File: config.mk
export PLATFORM = sky130hd
export DESIGN_NAME = plvm_div_cell
export DESIGN_NICKNAME = d
export VERILOG_FILES = /design/src/design/plvm_pkg.sv /design/src/design/plvm_div_cell.sv
export SDC_FILE = /design/constraint.sdc
export NUM_CORES = 1
export LEC_CHECK = 0
export BUFFER_PORTS_ARGS = -buffer_cell sky130_fd_sc_hd__buf_2
export CORE_ASPECT_RATIO = 1.2
export CORE_MARGIN = 2
export CORE_UTILIZATION = 54
export DETAILED_ROUTE_END_ITERATION = 7
export GPL_ROUTABILITY_DRIVEN = 0
export PLACE_DENSITY = 0.83
export RECOVER_POWER = 50
export SLEW_MARGIN = 20
export SYNTH_ARGS = -nofsm -noshare
export SYNTH_HDL_FRONTEND = slang
export SYNTH_SLANG_ARGS = --single-unit
File: constraint.sdc
create_clock -name clk_i -period 0.92 [get_ports clk_i]
set_input_delay 0.184 -clock clk_i [delete_from_list [all_inputs] [get_ports clk_i]]
set_output_delay 0.184 -clock clk_i [all_outputs]
set_load 0.005 [all_outputs]
File: src/design/plvm_pkg.sv
package plvm_pkg;

  localparam int unsigned SegW     = 5;   // breakpoint index, up to 32 points
  localparam int unsigned DivSteps = 16;  // quotient bits of the interpolation

  localparam logic CfgVoxelType  = 1'b0;
  localparam logic CfgPointCount = 1'b1;

  localparam logic [2:0] VoxU8  = 3'd0;
  localparam logic [2:0] VoxS8  = 3'd1;
  localparam logic [2:0] VoxU16 = 3'd2;
  localparam logic [2:0] VoxS16 = 3'd3;
  localparam logic [2:0] VoxS32 = 3'd4;

  localparam logic OpLoad = 1'b0;
  localparam logic OpMap  = 1'b1;

  localparam logic [1:0] RngInside = 2'd0;
  localparam logic [1:0] RngBelow  = 2'd1;
  localparam logic [1:0] RngAbove  = 2'd2;

  localparam logic [15:0] NarrowMax = 16'd255;

  typedef enum logic [2:0] {
    S_IDLE,
    S_SEARCH,
    S_MUL,
    S_DIV,
    S_FIN
  } plvm_state_e;

  // Record that walks the breakpoint cells
  typedef struct packed {
    logic                vld;
    logic signed [32:0]  v;
    logic signed [31:0]  first_raw;
    logic [15:0]         first_disp;
    logic signed [31:0]  last_raw;
    logic [15:0]         last_disp;
    logic [SegW-1:0]     seg;
    logic signed [31:0]  lo;
    logic signed [31:0]  hi;
    logic [15:0]         d_lo;
    logic [15:0]         d_hi;
  } plvm_srch_t;

  // Record that walks the divider cells
  typedef struct packed {
    logic                 vld;
    logic [48:0]          rem;
    logic [32:0]          w;
    logic [DivSteps-1:0]  quo;
  } plvm_div_t;

endpackage

File: src/design/plvm_div_cell.sv
module plvm_div_cell import plvm_pkg::*; #(
  parameter int unsigned SHIFT = 0
) (
  input  logic      clk_i,
  input  logic      rst_ni,
  input  plvm_div_t rec_i,
  output plvm_div_t rec_o
);

  plvm_div_t   rec_d, rec_q;
  logic [48:0] trial;

  assign trial = 49'(rec_i.w) << SHIFT;

  always_comb begin
    rec_d = rec_i;
    if (rec_i.rem >= trial) begin
      rec_d.rem        = rec_i.rem - trial;
      rec_d.quo[SHIFT] = 1'b1;
    end
  end

  always_ff @(posedge clk_i or negedge rst_ni) begin
    if (!rst_ni) begin
      rec_q <= '0;
    end else begin
      rec_q <= rec_d;
    end
  end

  assign rec_o = rec_q;

endmodule

==> out/results.txt, run 1 <==
sequential fraction of the synthesis area -> 46.5%
Max H-tree Level -> 3
synthesized area per cell -> 9.76 µm²
yosys warns -> 0
Synth Flop Type -> dfrtp_1
Die X -> 94.7 µm
synthesized flop and latch total -> 99
CTS resizes -> 154
fraction of registers with async set/reset -> 100%
root buffer cell -> clkbuf_16
# IOs -> 200
pre-CTS WS -> -1.82 ns
Detailed Place HPWL -> 13500 µm
Distinct cells, synth -> 63
Synth Instances -> 546
CTS Sinks -> 99
status -> stopped before the end
Synth Cell Area -> 5330 µm²
Post-synth EDFFs -> 0
clock buffer depth -> 2
Mapped Nets -> 681
CTS Buf Count -> 9
stop err -> [ERROR DPL-0038] Utilization greater than 100%, impossible to legalize
Post-CTS Repair Setup Buffers -> 35
vertical die dimension -> 113 µm
failing step -> clock tree synthesis (4_1_cts)
# port buffers -> 199
Hold Buf Count CTS -> 48
placement row count -> 39
Initial Util -> 55.7%
-- cell usage after synthesis, drive strengths merged (2+ instances only) --
cell / instances / share of area [%]
or3: 4 / 0.47
o21a: 4 / 0.56
inv: 41 / 2.9
xor2: 12 / 2.0
o21bai: 4 / 0.56
nand2b: 3 / 0.35
or4: 3 / 0.49
ha: 33 / 7.7
nor3b: 3 / 0.52
nand4: 17 / 2.0
nor2: 54 / 3.8
a31oi: 6 / 0.70
a41oi: 3 / 0.63
buf: 16 / 1.7
o211ai: 4 / 0.56
a211oi: 4 / 0.66
a21oi: 66 / 6.4
xnor2: 34 / 5.6
dfrtp: 99 / 46
nand2: 35 / 2.5
and3: 3 / 0.35
a221oi: 2 / 0.45
nor2b: 4 / 0.47
a21o: 9 / 1.3
o21ai: 25 / 2.4
nor4: 9 / 1.6
clkbuf: 5 / 0.35
nand3: 11 / 1.0
o22ai: 2 / 0.23
or2: 6 / 0.75
nor3: 3 / 0.28
mux2: 6 / 1.3
-- metrics by stage --
step                      instance area, µm²  TNS [ns]  instances
after global placement                  7890    -74.74        992
after floorplan                         5750    -59.15        546
after detailed placement                7890    -78.36        992
-- logic make-up after synthesis --
kind of cell               synth area share, %
xor gates and xnor gates                  7.56
and+or+nand+nor                           15.6
adders and majority gates                 8.12
AOI/OAI and AO/OA                         16.0
muxes                                     1.27
buffers and inverters                     4.95
DFF                                       46.5
==> inputs of run 2 (changes only) <==
Settings changed: CORE_ASPECT_RATIO 1.2 to not set, CORE_UTILIZATION 54 to 40, PLACE_DENSITY 0.83 to not set, PLACE_DENSITY_LB_ADDON set to 0.15.
==> out/results.txt, run 2 <==
vertical die dimension -> 119 µm
Area growth syn-to-layout -> 87.4%
Global Route Usage Sum -> 25.4%
Final Cycle Share -> 236%
synthesized area per cell -> 9.76 µm²
Largest stage delay, worst path -> 0.34 ns
Final Max Tran Viols -> 0
Slew HR -> 65.6%
crit path cell chain -> buf_12, inv_12, ha_4, inv_2, fa_2, a21o_1, a221oi_4, o21ai_4, a211oi_2, o21ai_1, nand4_1, nand4_1, xnor2_1
Detailed Place HPWL -> 12700 µm
share of layout cells above drive strength 1 -> 55.7%
core area -> 13100 µm²
Post-synth EDFFs -> 0
routed length per instance -> 16.3 µm
WP buf/inv -> 3
Tightest Pin Transition -> 0.511 ns
Max H-tree Level -> 3
placed cells -> 1051
vias per cell -> 5.02
Die Area -> 14300 µm²
placement row count -> 42
DRC violations left -> 0
share of the synthesized area in the top cell type -> 46.5%
vias -> 5760
post-synth top area cell -> dfrtp_1
DP Area -> 7980 µm²
CP Launch Point -> rec_i[49]
vias in the first global route -> 5947
Switch Pwr -> 4.02 mW
peak supply drop -> 821 µV
Setup crit end -> rec_o[97]
Synth Instances -> 546
clock buffer depth -> 2
LEAKAGE -> 4.59 nW
number of DRC markers in iteration 0 -> 248
CP max stage cell -> fa_2
max reg flops -> 99
Final Non-Filler Cells -> 1147
initial antenna violation count -> 0
most common cell in the netlist -> dfrtp_1
Post-synth top cells -> dfrtp_1 (99), a21oi_1 (65), nor2_1 (54), inv_1 (41)
Post-DRT Antenna Nets -> 0
fraction of registers with async set/reset -> 100%
final setup fails -> 149
Die X -> 119 µm
cell area power density -> 1370 nW/µm²
critical path fanouts, max -> 6
root buffer cell -> clkbuf_16
Flop pwr share -> 36.1%
# IOs -> 200
Clk pwr share -> 29.6%
# diodes -> 0
# port buffers -> 199
design area -> 9990 µm²
status -> complete, but fails checks
Synth Cell Area -> 5330 µm²
Comb pwr share -> 34.2%
Final min period -> 2.17 ns
wire length of the first global-routing pass -> 28700 µm
Multi-input gate area -> 3620 µm²
Initial Util -> 40.6%
post-layout util -> 76.0%
Clock transition at path regs -> 0.07 ns
Power Internal -> 9.70 mW
synthesized flop and latch total -> 99
CP required -> 1.16 ns
CTS Buf Count -> 9
drt total wl -> 18700 µm
Final nets -> 1102
Register Area -> 2480 µm²
setup slack after layout -> -1.25 ns
yosys warns -> 0
failing checks -> setup timing
cell mode on critical path -> nand4_1
Distinct cells, synth -> 63
gr ovfl total -> 0
Synth Flop Type -> dfrtp_1
most frequent cells in the layout -> buf_4 (163), buf_2 (161), dfrtp_1 (99)
CP endpoint kind -> register
Mapped Nets -> 681
Startpoint Class -> input pin
Fmax achieved -> 460 MHz
# fillers -> 891
top cells by area, synth -> dfrtp_1 (46%), ha_1 (7.7%), a21oi_1 (6.1%), xnor2_1 (5.6%), nor2_1 (3.8%)
instance count on the critical path -> 13
Final Hold Fails -> 0
Critical Setup Path Class -> in2reg
CP top delay family -> compound AO/OA/AOI/OAI gates
Worst EP arrival -> 2.41 ns
pin count of the biggest net entering global routing -> 42
CTS Sinks -> 99
switch share -> 29.3%
most common cell after layout, fill and taps aside -> buf_4
CTS tree -> done
Hold WC Path Type -> in2reg
sequential fraction of the synthesis area -> 46.5%
RSZ-0062 raised after global routing -> yes
drt first pass iters -> 7
Max-Cap Viols -> 0
## run 2: per-layer routing
metal | part of all wire [%] | vias to the layer above | track usage, %
li1 | - | 2751 | -
met1 | 40 | 2765 | 30.8
met2 | 52 | 208 | 45.8
met3 | 5.2 | 36 | 3.78
met4 | 2.4 | 0 | 8.90
met5 | 0 | - | 0
## run 2: how the worst min path moves through the flow
stage	endpoint	slack, ns	depth (start not counted)	start
after floorplan	rec_o[0]	-0.11	0	rst_ni
after global placement	rec_o[10]	0.04	1	rst_ni
after detailed placement	rec_o[5]	0.04	1	rst_ni
after CTS	rec_o[42]	0.006	1	rec_i[42]
after global routing	rec_o[0]	0.04	2	rec_i[0]
final	rec_o[0]	0.02	2	rec_i[0]
## run 2: timing repair
item / 4_1_cts / 5_1_grt
hold buffers: 49 / 0
hold endpoints to repair: 147 / 0
cloned: 2 / 1
setup endpoints to repair: 149 / 149
setup buffers: 22 / 10
resized for setup: 107 / 110
pin swaps: 55 / 65
## run 2: logic make-up after synthesis
logic type	count (synthesis)	synth area share [%]
flip-flops	99	46.5
buffers and inverters	62	4.95
AND/OR/NAND/NOR	161	15.6
multiplexers	6	1.27
XOR/XNOR	46	7.56
AO/OA/AOI/OAI	138	16.0
adder cells (fa/ha/maj)	34	8.12
## run 2: metrics by stage
step                      worst slack [ns]  hold slack (ns)  power [mW]  setup TNS, ns
after global placement               -1.68           0.0432        8.69         -77.71
after global routing                 -1.41           0.0436        14.4         -76.72
after floorplan                      -1.36           -0.112        6.84         -59.15
after CTS                            -1.25          0.00562        13.4         -65.14
final                                -1.25           0.0207        13.7         -68.05
after detailed placement             -1.74           0.0439        8.74         -79.77
## run 2: final cells by class
cell class              instances  area share [%]
clock buffers                   9            2.25
clock inverters                 6           0.902
inverters                      41            1.92
multi-input cells             385            36.2
flip-flops and latches         99            24.8
well taps                     176            2.20
repair buffers                431            31.7
## run 2: power by group through the flow
| stage | Clock (mW) | Combinational (mW) | Sequential (mW) |
|---|---|---|---|
| floorplan | 0 | 1.73 | 5.11 |
| finish | 4.07 | 4.69 | 4.96 |
| CTS | 4.13 | 4.34 | 4.96 |
| global route | 4.32 | 5.07 | 5.00 |
| detailed placement | 0 | 3.70 | 5.03 |
| global placement | 0 | 3.65 | 5.04 |
(Power assumes the default switching activity.)
