## src/design/plvm_pkg.sv

```systemverilog
package plvm_pkg;

  localparam int unsigned SegW     = 5;   // breakpoint index, up to 32 points
  localparam int unsigned DivSteps = 16;  // quotient bits of the interpolation

  localparam logic CfgVoxelType  = 1'b0;
  localparam logic CfgPointCount = 1'b1;

  localparam logic [2:0] VoxU8  = 3'd0;
  localparam logic [2:0] VoxS8  = 3'd1;
  localparam logic [2:0] VoxU16 = 3'd2;
  localparam logic [2:0] VoxS16 = 3'd3;
  localparam logic [2:0] VoxS32 = 3'd4;

  localparam logic OpLoad = 1'b0;
  localparam logic OpMap  = 1'b1;

  localparam logic [1:0] RngInside = 2'd0;
  localparam logic [1:0] RngBelow  = 2'd1;
  localparam logic [1:0] RngAbove  = 2'd2;

  localparam logic [15:0] NarrowMax = 16'd255;

  typedef enum logic [2:0] {
    S_IDLE,
    S_SEARCH,
    S_MUL,
    S_DIV,
    S_FIN
  } plvm_state_e;

  // Record that walks the breakpoint cells
  typedef struct packed {
    logic                vld;
    logic signed [32:0]  v;
    logic signed [31:0]  first_raw;
    logic [15:0]         first_disp;
    logic signed [31:0]  last_raw;
    logic [15:0]         last_disp;
    logic [SegW-1:0]     seg;
    logic signed [31:0]  lo;
    logic signed [31:0]  hi;
    logic [15:0]         d_lo;
    logic [15:0]         d_hi;
  } plvm_srch_t;

  // Record that walks the divider cells
  typedef struct packed {
    logic                 vld;
    logic [48:0]          rem;
    logic [32:0]          w;
    logic [DivSteps-1:0]  quo;
  } plvm_div_t;

endpackage

```

## src/design/plvm_seg_cell.sv

```systemverilog
module plvm_seg_cell import plvm_pkg::*; #(
  parameter int unsigned IDX = 0
) (
  input  logic               clk_i,
  input  logic               rst_ni,
  input  logic               wr_en_i,
  input  logic signed [31:0] wr_raw_i,
  input  logic [15:0]        wr_disp_i,
  input  logic [SegW-1:0]    last_idx_i,
  input  logic signed [31:0] nxt_raw_i,
  input  logic [15:0]        nxt_disp_i,
  input  plvm_srch_t         rec_i,
  output logic signed [31:0] raw_o,
  output logic [15:0]        disp_o,
  output plvm_srch_t         rec_o
);

  localparam logic [SegW-1:0] IdxC = SegW'(IDX);

  logic signed [31:0] raw_q;
  logic [15:0]        disp_q;
  plvm_srch_t         rec_d, rec_q;
  logic               hit;

  always_ff @(posedge clk_i) begin
    if (wr_en_i) begin
      raw_q  <= wr_raw_i;
      disp_q <= wr_disp_i;
    end
  end

  assign hit = (IdxC < last_idx_i) &&
               (rec_i.v >= $signed({raw_q[31], raw_q})) &&
               (rec_i.v <= $signed({nxt_raw_i[31], nxt_raw_i}));

  always_comb begin
    rec_d = rec_i;
    if (IDX == 0) begin
      rec_d.first_raw  = raw_q;
      rec_d.first_disp = disp_q;
      rec_d.seg        = '0;
      rec_d.lo         = raw_q;
      rec_d.hi         = raw_q;
      rec_d.d_lo       = disp_q;
      rec_d.d_hi       = disp_q;
    end
    if (IdxC == last_idx_i) begin
      rec_d.last_raw  = raw_q;
      rec_d.last_disp = disp_q;
    end
    // a later segment overrides an earlier one
    if (hit) begin
      rec_d.seg  = IdxC;
      rec_d.lo   = raw_q;
      rec_d.hi   = nxt_raw_i;
      rec_d.d_lo = disp_q;
      rec_d.d_hi = nxt_disp_i;
    end
  end

  always_ff @(posedge clk_i or negedge rst_ni) begin
    if (!rst_ni) begin
      rec_q <= '0;
    end else begin
      rec_q <= rec_d;
    end
  end

  assign raw_o  = raw_q;
  assign disp_o = disp_q;
  assign rec_o  = rec_q;

endmodule

```

## config.mk

```make
export PLATFORM = sky130hd
export DESIGN_NAME = plvm_seg_cell
export DESIGN_NICKNAME = d
export VERILOG_FILES = /design/src/design/plvm_pkg.sv /design/src/design/plvm_seg_cell.sv
export SDC_FILE = /design/constraint.sdc
export NUM_CORES = 1
export LEC_CHECK = 0
export BUFFER_PORTS_ARGS = -buffer_cell sky130_fd_sc_hd__buf_2
export CAP_MARGIN = 20
export CORE_AREA = 3 3 237 239
export CTS_CLUSTER_SIZE = 25
export DETAILED_ROUTE_END_ITERATION = 8
export DIE_AREA = 0 0 240 242
export PLACE_DENSITY = 0.47
export SETUP_SLACK_MARGIN = 0.05
export SLEW_MARGIN = 20
export SYNTH_ARGS = -nofsm -noshare
export SYNTH_HDL_FRONTEND = slang
export SYNTH_SLANG_ARGS = --single-unit
```

## constraint.sdc

```tcl
create_clock -name clk_i -period 5.1 [get_ports clk_i]
set_input_delay 0.255 -clock clk_i [delete_from_list [all_inputs] [get_ports clk_i]]
set_output_delay 0.255 -clock clk_i [all_outputs]
set_load 0.02 [all_outputs]
```

# Word-level counts from Yosys, hierarchy flattened
# Index checks and enable logic that the tools add are counted.
# word_totals
ff_bits,279
latch_bits,0
mem_bits_rw,0
rom_bits,0
in_bits,335
output_inout_bits,279
n_memories,0
# op_classes
addsub,0
n_mul,0
n_div,0
magnitude_cmp,3
n_eq_ne,0
n_shift,0
mux,2
bitwise_logic,0
reduce_logical,3
# ops
cell,n
$mux W64,1
$mux W48,1
$ge A33 B32 Y1,1
$le A33 B32 Y1,1
$logic_not A5 Y1,1
$lt A1 B5 Y1 const A,1
$logic_and A1 B1 Y1,2

# Depth between registers and ports, before layout
# Gate-level depths: netlist of the first run.
# logic_depth
ltp_word,4
mapped_depth,11
mapped_depth_nobuf,9

# Least setup slack after synthesis of the first run
# No wires, ideal clock.
# synth_timing
kind,reg-to-reg
start,"reg raw_q[12], in the netlist raw_o[12]"
end,"reg rec_q, in the netlist rec_o[0]"
setup_time_ps,128
t_arrival_ps,2150
required_ps,4972
setup_slack_ps,2822
path_stages_with_launch,10
period_less_slack_ps,2278
cell_sequence,edfxtp_1 inv_1 ha_1 nand4_1 nor4_1 a221o_1 o311ai_1 a32oi_2 buf_4 mux2_1
# synth_lines
element,line,source
start: declaration,plvm_seg_cell.sv:20,logic signed [31:0] raw_q;
start signal: assignment,plvm_seg_cell.sv:27,raw_q <= wr_raw_i;
end signal: assignment,plvm_seg_cell.sv:65,rec_q <= rec_d;
end: declaration,plvm_seg_cell.sv:22,"plvm_srch_t rec_d, rec_q;"

==> results.md, run 1 <==
- Worst Slack Setup Final: 1.689 ns
- Num CTS Buffers: 28
- Vias in the first global route: 7914
- Hold slack final: 0.03155 ns
- Synth Cell Area: 9455 um^2
- Seq cells post-synth: 226
- CP startpoint kind: flop
- Final net count: 1627
- Worst slew margin: 42.70%
- Number of synthesized flops with an enable pin: 48
- Area Growth Syn to Fin: 53.58%
- Register area share after synthesis: 62.35%
- Buffer depth of the longest clock path: 3
- Final core occ: 26.88%
- Prevailing post-synth register cell: dfrtp_1
- Die area: 58080 um^2
- Pwr per Cell Area: 346.9 nW/um^2
- Std-Cell Rows: 85
- Slew @ Worst Pin: 0.8594 ns
- CP arrival: 3.83 ns
- IR drop worst, VDD: 0.2708 mV
- Post-route clock period utilization: 66.89%
- Pleak: 0.006957 uW
- Largest net degree at the start of global routing: 93
- Half-perimeter wire length after detailed placement: 26590 um
- Global Route Usage Sum: 11.75%
- Clk sinks: 226
- Pre-CTS setup slack: 1.600 ns
- Final min period: 3.411 ns
- Top cells by count, synth: 178 x dfrtp_1, 104 x buf_4, 66 x ha_1, 65 x inv_1
- Area leader, netlist: dfrtp_1
- Reg clk slew, reported paths: 0.06 ns
- DR DRC count: 0
- Placer Congestion: 0.7442
- Antenna violations before repair: 3
- Syn. warnings: 0
- Fillers: 5618
- Wirelength, routed: 35250 um
- DRT antenna net count: 0
- Post-Syn Instances: 670
- Core ar.: 54030 um^2
- Avg Inst Size Synth: 14.11 um^2
- CP Max Fanout: 25
- Fmax: 293.2 MHz
- Req. time, crit path: 5.52 ns
- Initial Utilization: 17.50%
- Chip height: 242 um
- Synth top area cells: dfrtp_1 47%, edfxtp_1 15%, ha_1 8.7%
- Setup TNS: 0 ns
- Ratio of cells with drive above 1 in the final layout: 44.79%
- Critical path class: flop to flop
- Router iterations before antenna repair: 4
- Via count: 7098
- Drt via density: 3.649
- H-tree levels: 1
- DR iter-0 viols: 168
- Grt ovf: 0
- Setup repair bufs after CTS: 0
- Crit. End Element: flop
- Synth top area share: 47.11%
- First-pass GRT wire length: 50920 um
- Netlist cell types: 41
- Maximum Capacitance Violations: 0
- Final hold vios: 0
- Clock insertion delay at the later pin of the skew report: 0.55 ns
- Die W: 240 um
- Tot Pwr: 5038 uW
- WL/cell: 18.12 um
- Run status: complete, no violations
- Root Driver: clkbuf_16
- Pins Over Slew Limit: 0
- Top-count cell post-synth: dfrtp_1
- Hold crit path type: input pin to flop
- I/O pin cnt: 614
- Final setup viols: 0
- Fraction of registers with async set/reset: 78.76%
- IO Port Bufs: 459
- RSZ-0062 raised after global routing: false
- Clk_skew: 0.01733 ns
- CTS tree: yes
## placed cells by master, fill, tap and decap left out, drive strengths merged, types with 3 or more instances in the layout
master | Yosys | layout
buf | 109 | 463
dfrtp | 178 | 178
dlygate4sd3 | 0 | 169
ha | 66 | 66
inv | 65 | 66
mux2 | 65 | 65
edfxtp | 48 | 48
clkbuf | 2 | 41
mux2i | 31 | 31
a21oi | 22 | 22
nand2 | 14 | 14
nand3 | 10 | 10
nand4 | 9 | 9
o21ai | 9 | 9
nor2 | 8 | 8
clkinv | 0 | 7
a21o | 5 | 5
conb | 1 | 5
and4 | 3 | 3
a211oi | 3 | 3
## area by class of cell
| type | instances | area [um^2] | share of cell area [%] |
|---|---|---|---|
| diodes | 1 | 2.502 | 0.01723 |
| clock buffers | 40 | 817.0 | 5.626 |
| clock inverters | 12 | 120.1 | 0.8272 |
| inverters | 65 | 244.0 | 1.680 |
| multi-input cells | 272 | 2524 | 17.38 |
| flip-flops and latches | 226 | 5896 | 40.60 |
| well taps | 696 | 870.8 | 5.997 |
| repair buffers | 633 | 4048 | 27.87 |
## per-layer routing
layer | wire, um | share of wire, % | GRT usage [%]
met5 | 27 | 0.077 | 0
met1 | 14750 | 42 | 14.05
met2 | 16870 | 48 | 20.75
met4 | 734 | 2.1 | 2.387
met3 | 2865 | 8.1 | 3.586
## per-stage QoR
| step | instances | area (um^2) |
|---|---|---|
| CTS | 1944 | 14520 |
| global placement | 1723 | 11890 |
| finish | 1945 | 14520 |
| global route | 1944 | 14520 |
| detailed placement | 1723 | 11890 |
| floorplan | 674 | 9470 |
## critical path, cell delays in order, from the launching register on
cell	delay, ns
edfxtp_1	0.48
inv_1	0.13
ha_1	0.41
nand4_1	0.22
and4bb_1	0.44
o2111ai_1	0.22
nand3_1	0.15
o21ai_1	0.10
a32oi_4	0.21
buf_4	0.46
mux2_1	0.41
## power breakdown
group          switching, uW  leakage, uW  total, uW  internal [uW]
combinational            577      0.00396        956            379
sequential              82.9      0.00254       2090           2000
clock                    783     0.000456       1990           1210
total                   1440      0.00696       5040           3590
## state kept, by name, indices dropped and copies added, names as in the netlist
register,cells
raw_o,32
disp_o,16
rec_o,178
## repair_timing
| action | 4_1_cts | 5_1_grt |
|---|---|---|
| hold buffers | 169 | 0 |
| endpoints found under the hold margin | 254 | 0 |
| resized for setup | 0 | 0 |
## logic make-up after synthesis
| family | after synthesis | synth area share [%] |
|---|---|---|
| AOI/OAI and AO/OA | 52 | 3.520 |
| adders and majority gates | 66 | 8.734 |
| DFF | 226 | 62.35 |
| buffers and inverters | 176 | 11.31 |
| other | 1 | 0.03966 |
| muxes | 96 | 11.02 |
| and+or+nand+nor | 53 | 3.017 |
## worst paths after layout
path / end / slack (ns) / startpoint / depth (start not counted)
worst max-delay path: rec_o[1] / 1.69 / raw_o[31] / 10
worst min-delay path: rec_o[61] / 0.03 / nxt_raw_i[29] / 3
worst max register to register: rec_o[1] / 1.69 / raw_o[31] / 10
worst min register to register: rec_o[20] / 0.42 / disp_o[4] / 0
max in group asynchronous: rec_o[74] / 3.70 / rst_ni / 3
min in group asynchronous: rec_o[139] / 0.29 / rst_ni / 2
No activity file was read; power rests on OpenSTA's default activity.
==> inputs of run 2 (changes only) <==
clock period = 3.5 ns   (was 5.1 ns; I/O delays follow)
==> results.md, run 2 (same netlist as run 1, synthesis figures left out) <==
- Run status: complete, no violations
- Hold crit path type: input pin to flop
- Grt ovf: 0 (unchanged)
- Drt via density: 3.618 (-0.87%)
- Final net count: 1648 (+1.3%)
- I/O pin cnt: 614 (unchanged)
- Maximum Capacitance Violations: 0 (unchanged)
- Reg-to-reg startpoint: raw_o[17]
- Router iterations before antenna repair: 4 (unchanged)
- DP Area: 12010 um^2 (+0.97%)
- Final core occ: 27.27% (+0.39 points)
- First-pass GRT wire length: 52030 um (+2.2%)
- Post_cts resized: 0 (unchanged)
- Final setup viols: 0 (unchanged)
- Vias in the first global route: 8055 (+1.8%)
- Global Route Usage Sum: 12.02% (+0.27 points)
- Min-Delay Endpoint: raw_o[11]
- Core ar.: 54030 um^2 (unchanged)
- Area Growth Syn to Fin: 55.80%
- Post-route clock period utilization: 91.90% (+25 points)
- Worst hold start: wr_en_i
- Tot Pwr: 7372 uW (+46%)
- Initial Utilization: 17.50% (unchanged)
- Root Driver: clkbuf_16
- Critical Path Slowest Stage Cell: edfxtp_1
- GR Util met1: 13.82% (-0.22 points)
- DR DRC count: 0 (unchanged)
- Worst path max stage delay: 0.56 ns (+0.08 ns)
- Via count: 7123 (+0.35%)
- Clk sinks: 226 (unchanged)
- CP Buf/Inv Count: 2 (unchanged)
- R2R cell count: 10 (unchanged)
- CP Max Fanout: 28 (+12%)
- DR iter-0 viols: 235 (+40%)
- WL/cell: 18.25 um (+0.70%)
- Setup TNS: 0 ns (unchanged)
- Post-route cell area: 14730 um^2 (+1.4%)
- Delay-heaviest family, CP: simple AND/OR/NAND/NOR gates
- Num CTS Buffers: 27 (-3.6%)
- Most common cell after layout, fill and taps aside: buf_2
- Die W: 240 um (unchanged)
- Ratio of cells with drive above 1 in the final layout: 45.19% (+0.40 points)
- Slew @ Worst Pin: 0.7146 ns (-0.1449 ns)
- IR drop worst, VDD: 0.3547 mV (+31%)
- DRT antenna net count: 0 (unchanged)
- Met2 Resource Use GR: 21.36% (+0.61 points)
- H-tree levels: 1 (unchanged)
- Reg-to-reg setup timing slack: 0.28 ns (-1.41 ns)
- Pwr per Cell Area: 500.5 nW/um^2 (+44%)
- CTS tree: yes
- IO Port Bufs: 459 (unchanged)
- Final min period: 3.216 ns (-0.1949 ns)
- Max reg flops: 178 (unchanged)
- Reg clk slew, reported paths: 0.06 ns (about the same)
- Chip height: 242 um (unchanged)
- Met3 GRT Util: 4.019% (+0.43 points)
- RSZ-0062 raised after global routing: false
- Top Usage Layer GRT: met2
- Fmax: 310.9 MHz (+6.1%)
- Worst slew margin: 52.36% (+9.7 points)
- Reg-to-Reg End: rec_o[4]
- Placer Congestion: 0.7555 (+1.5%)
- Cells on Worst Hold Path: 1 (-2)
- Std-Cell Rows: 85 (unchanged)
- Largest net degree at the start of global routing: 78 (-16%)
- Setup repair bufs after CTS: 0 (unchanged)
- Pins Over Slew Limit: 0 (unchanged)
- Wirelength, routed: 35940 um (+1.9%)
- WP depth: 10 (unchanged)
- Critical path class: flop to flop
- Final hold vios: 0 (unchanged)
- Die area: 58080 um^2 (unchanged)
- Clk_skew: 0.03372 ns (+0.01639 ns)
- Req. time, crit path: 3.91 ns (-1.61 ns)
- Pleak: 0.007056 uW (+1.4%)
- Critical-path cell list: inv_1 -> ha_1 -> and4_1 -> and4bb_1 -> o2111ai_1 -> nand3_1 -> o21ai_1 -> a32oi_4 -> buf_12 -> mux2_1
- Most frequent cells in the layout: 458 x buf_2, 179 x dlygate4sd3_1, 178 x dfrtp_1
- CP arrival: 3.63 ns (-0.20 ns)
- CP startpoint kind: flop
- Half-perimeter wire length after detailed placement: 27410 um (+3.1%)
- Buffer depth of the longest clock path: 3 (unchanged)
- Crit. End Element: flop
- Clock insertion delay at the later pin of the skew report: 0.57 ns (+0.02 ns)
- Antenna violations before repair: 7 (+4)
- CP startpoint: raw_o[17]
run 2: worst reg2reg max path: cells and delay by family (launching register included):
family,cells,cell delay [ns]
adder cells (fa/ha/maj),1,0.29
buffers and inverters,2,0.44
flip-flops,1,0.56
AO/OA/AOI/OAI,3,0.62
multiplexers,1,0.41
AND/OR/NAND/NOR,3,0.75
run 2: cell type report:
| class | count | area, um^2 |
|---|---|---|
| fill | 5594 | 39300 |
| sequential | 226 | 5896 |
| timing repair buffer | 655 | 4263 |
| multi-input combinational | 272 | 2524 |
| tap | 696 | 870.8 |
| clock buffer | 34 | 742.0 |
| inverter | 65 | 244.0 |
| clock inverter | 16 | 180.2 |
| antenna | 5 | 12.51 |
run 2: metal layers:
| metal | vias to the layer above | share of wire, % | wire length [um] |
|---|---|---|---|
| met5 | - | 0.075 | 27 |
| met4 | 4 | 2.5 | 889 |
| met3 | 45 | 8.7 | 3136 |
| met2 | 345 | 48 | 17230 |
| met1 | 3366 | 41 | 14650 |
| li1 | 3363 | - | - |
run 2: stage by stage:
step | hold slack (ns) | setup WS [ns] | std cells
floorplan | -0.1206 | 1.222 | 674
global placement | 0.2718 | 0.2664 | 1735
detailed placement | 0.2836 | 0.2731 | 1735
CTS | 0.2021 | 0.2208 | 1964
global route | 0.2311 | 0.09573 | 1966
finish | 0.2053 | 0.2837 | 1969
run 2: worst max path at each step:
stage / slack, ns / to
finish: 0.28 / rec_o[4]
global route: 0.1 / rec_o[39]
CTS: 0.22 / rec_o[4]
detailed placement: 0.27 / rec_o[39]
global placement: 0.27 / rec_o[34]
floorplan: 1.22 / rec_o[0]
run 2: timing repair:
| action | CTS | global route |
|---|---|---|
| endpoints found under the setup margin | 0 | 0 |
| endpoints found under the hold margin | 252 | 0 |
| hold buffers | 179 | 0 |
run 2: report_power, final:
group | switching (uW) | internal [uW]
clock network | 1180 | 1730
registers | 118 | 2920
logic | 853 | 574
total | 2150 | 5220
==> inputs of run 3 (changes only) <==
PLACE_DENSITY = 0.49   (was 0.47)
==> results.md, run 3 (same netlist as run 1, synthesis figures left out) <==
- Run status: complete, no violations
- Clock Power Share: 38.9% (-0.6 points)
- Max reg flops: 178 (unchanged)
- Most frequent cells in the layout: 457 x buf_2, 179 x dlygate4sd3_1, 178 x dfrtp_1
- Grt ovf: 0 (unchanged)
- Net Sw Frac: 28.60% (-0.57 points)
- Cells on Worst Hold Path: 1 (unchanged)
- Root Driver: clkbuf_16
- First-pass GRT wire length: 51110 um (-1.8%)
- Psw: 2091 uW (-2.7%)
- Min-Delay Endpoint: raw_o[5]
- Worst Slack Setup Final: 0.3319 ns (+0.04829 ns)
- CP Max Fanout: 27 (-3.6%)
- Reg-to-reg setup timing slack: 0.33 ns (+0.05 ns)
- Die area: 58080 um^2 (unchanged)
- Router iterations before antenna repair: 4 (unchanged)
- Num CTS Buffers: 27 (unchanged)
- Drt via density: 3.670 (+1.5%)
- R2R cell count: 10 (unchanged)
- Req. time, crit path: 3.92 ns (about the same)
- Critical path class: flop to flop
- DRT antenna net count: 0 (unchanged)
- Half-perimeter wire length after detailed placement: 26990 um (-1.5%)
- Antenna violations before repair: 3 (-4)
- Clk sinks: 226 (unchanged)
- Int Pwr: 5221 uW (about the same)
- DP Area: 11980 um^2 (-0.19%)
- Most common cell after layout, fill and taps aside: buf_2
- Vias in the first global route: 7923 (-1.6%)
- Pwr per Cell Area: 498.3 nW/um^2 (-0.43%)
- Setup TNS: 0 ns (unchanged)
- DR DRC count: 0 (unchanged)
- Via count: 7190 (+0.94%)
- Post-route cell area: 14680 um^2 (-0.38%)
- Combinational power share: 19.6% (+0.2 points)
- Worst slew margin: 41.74% (-11 points)
- Sequential share of power: 41.5% (+0.3 points)
- RSZ-0062 raised after global routing: false
- Initial Utilization: 17.50% (unchanged)
- Largest net degree at the start of global routing: 80 (+2.6%)
- Final hold vios: 0 (unchanged)
- Core ar.: 54030 um^2 (unchanged)
- Setup repair bufs after CTS: 0 (unchanged)
- Hold slack final: 0.2403 ns (+0.03494 ns)
- Die W: 240 um (unchanged)
- CP startpoint kind: flop
- Reg-to-Reg End: rec_o[6]
- Pins Over Slew Limit: 0 (unchanged)
- Area Growth Syn to Fin: 55.21%
- Reg-to-reg startpoint: raw_o[18]
- IO Port Bufs: 459 (unchanged)
- Global Route Usage Sum: 11.85% (-0.17 points)
- Maximum Capacitance Violations: 0 (unchanged)
- Slew @ Worst Pin: 0.8739 ns (+0.1593 ns)
- Crit. End Element: flop
- Final setup viols: 0 (unchanged)
- Final net count: 1643 (-0.30%)
- Pre-CTS setup slack: 0.08321 ns (-0.1899 ns)
- Ratio of cells with drive above 1 in the final layout: 44.61% (-0.58 points)
- Chip height: 242 um (unchanged)
- IR drop worst, VDD: 0.3728 mV (+5.1%)
- Post-route clock period utilization: 90.52% (-1.4 points)
- DR iter-0 viols: 176 (-25%)
- Fmax: 315.7 MHz (+1.5%)
- Wirelength, routed: 35590 um (-0.96%)
- I/O pin cnt: 614 (unchanged)
- Placer Congestion: 0.7792 (+3.1%)
- WL/cell: 18.17 um (-0.45%)
- Std-Cell Rows: 85 (unchanged)
- Worst hold start: wr_en_i
- H-tree levels: 1 (unchanged)
- Final min period: 3.168 ns (-0.04829 ns)
- Pleak: 0.007021 uW (-0.50%)
- Buffer depth of the longest clock path: 3 (unchanged)
- CP arrival: 3.58 ns (-0.05 ns)
- Reg clk slew, reported paths: 0.06 ns (about the same)
- Clock insertion delay at the later pin of the skew report: 0.55 ns (-0.02 ns)
- CTS tree: yes
- Hold crit path type: input pin to flop
- Clk_skew: 0.01174 ns (-0.02198 ns)
## run 3: cell types whose count changed in the layout (fill, tap and decap cells not counted), moves of 2 or more
| cell | change |
|---|---|
| buf_4 | -5 |
| clkbuf_1 | +6 |
| clkinv_4 | -2 |
| diode_2 | -4 |
| inv_6 | -2 |
## run 3: what timing repair did
| action | CTS | global route |
|---|---|---|
| hold buffers | 179 | 0 |
| hold endpoints to repair | 255 | 0 |
| resized for setup | 1 | 0 |
| setup endpoints to repair | 1 | 0 |
## run 3: power by group through the flow
stage	Combinational [uW]	Clock, uW	Sequential [uW]
5_1_grt	1560	3080	3060
3_5_place_dp	1300	0	3090
2_1_floorplan	548	0	3280
6_report	1440	2840	3030
3_3_place_gp	1300	0	3080
4_1_cts	1470	2950	3040
## run 3: final cells by class
class / instances / area (um^2)
Sequential cell: 226 / 5896
Inverter: 65 / 244.0
Tap cell: 696 / 870.8
Clock buffer: 40 / 764.5
Multi-Input combinational cell: 272 / 2529
Timing Repair Buffer: 650 / 4240
Clock inverter: 9 / 128.9
Fill cell: 5611 / 39350
Antenna cell: 1 / 2.502
## run 3: worst max-delay path by stage
stage,start,endpoint,slack (ns),depth (start not counted)
after global routing,raw_o[18],rec_o[63],0.09,11
after CTS,raw_o[18],rec_o[63],0.21,11
after global placement,raw_o[18],rec_o[63],0.1,11
final,raw_o[18],rec_o[6],0.33,10
after detailed placement,raw_o[18],rec_o[63],0.08,11
after floorplan,raw_o[12],rec_o[0],1.22,9
## run 3: per-stage QoR
step                cells  util (%)  power [uW]
floorplan             674         -        3831
global placement     1730     22.18        4378
detailed placement   1730     22.18        4385
CTS                  1958     27.16        7458
global route         1958     27.16        7699
finish               1959     27.16        7313
## run 3: critical path, cell delays in order, from the launching register on
cell	delay, ns
edfxtp_1	0.49
inv_1	0.14
ha_1	0.25
a21oi_1	0.14
o21ai_0	0.17
a221oi_1	0.65
nor3_2	0.14
o21ai_1	0.24
a32oi_4	0.16
buf_12	0.24
mux2_1	0.37
## run 3: metal layers
layer	up-vias	routed length, um	global-route usage [%]
li1	3362	-	-
met1	3438	14350	13.76
met2	343	17370	21.12
met3	43	3038	3.768
met4	4	805	2.776
met5	-	27	0
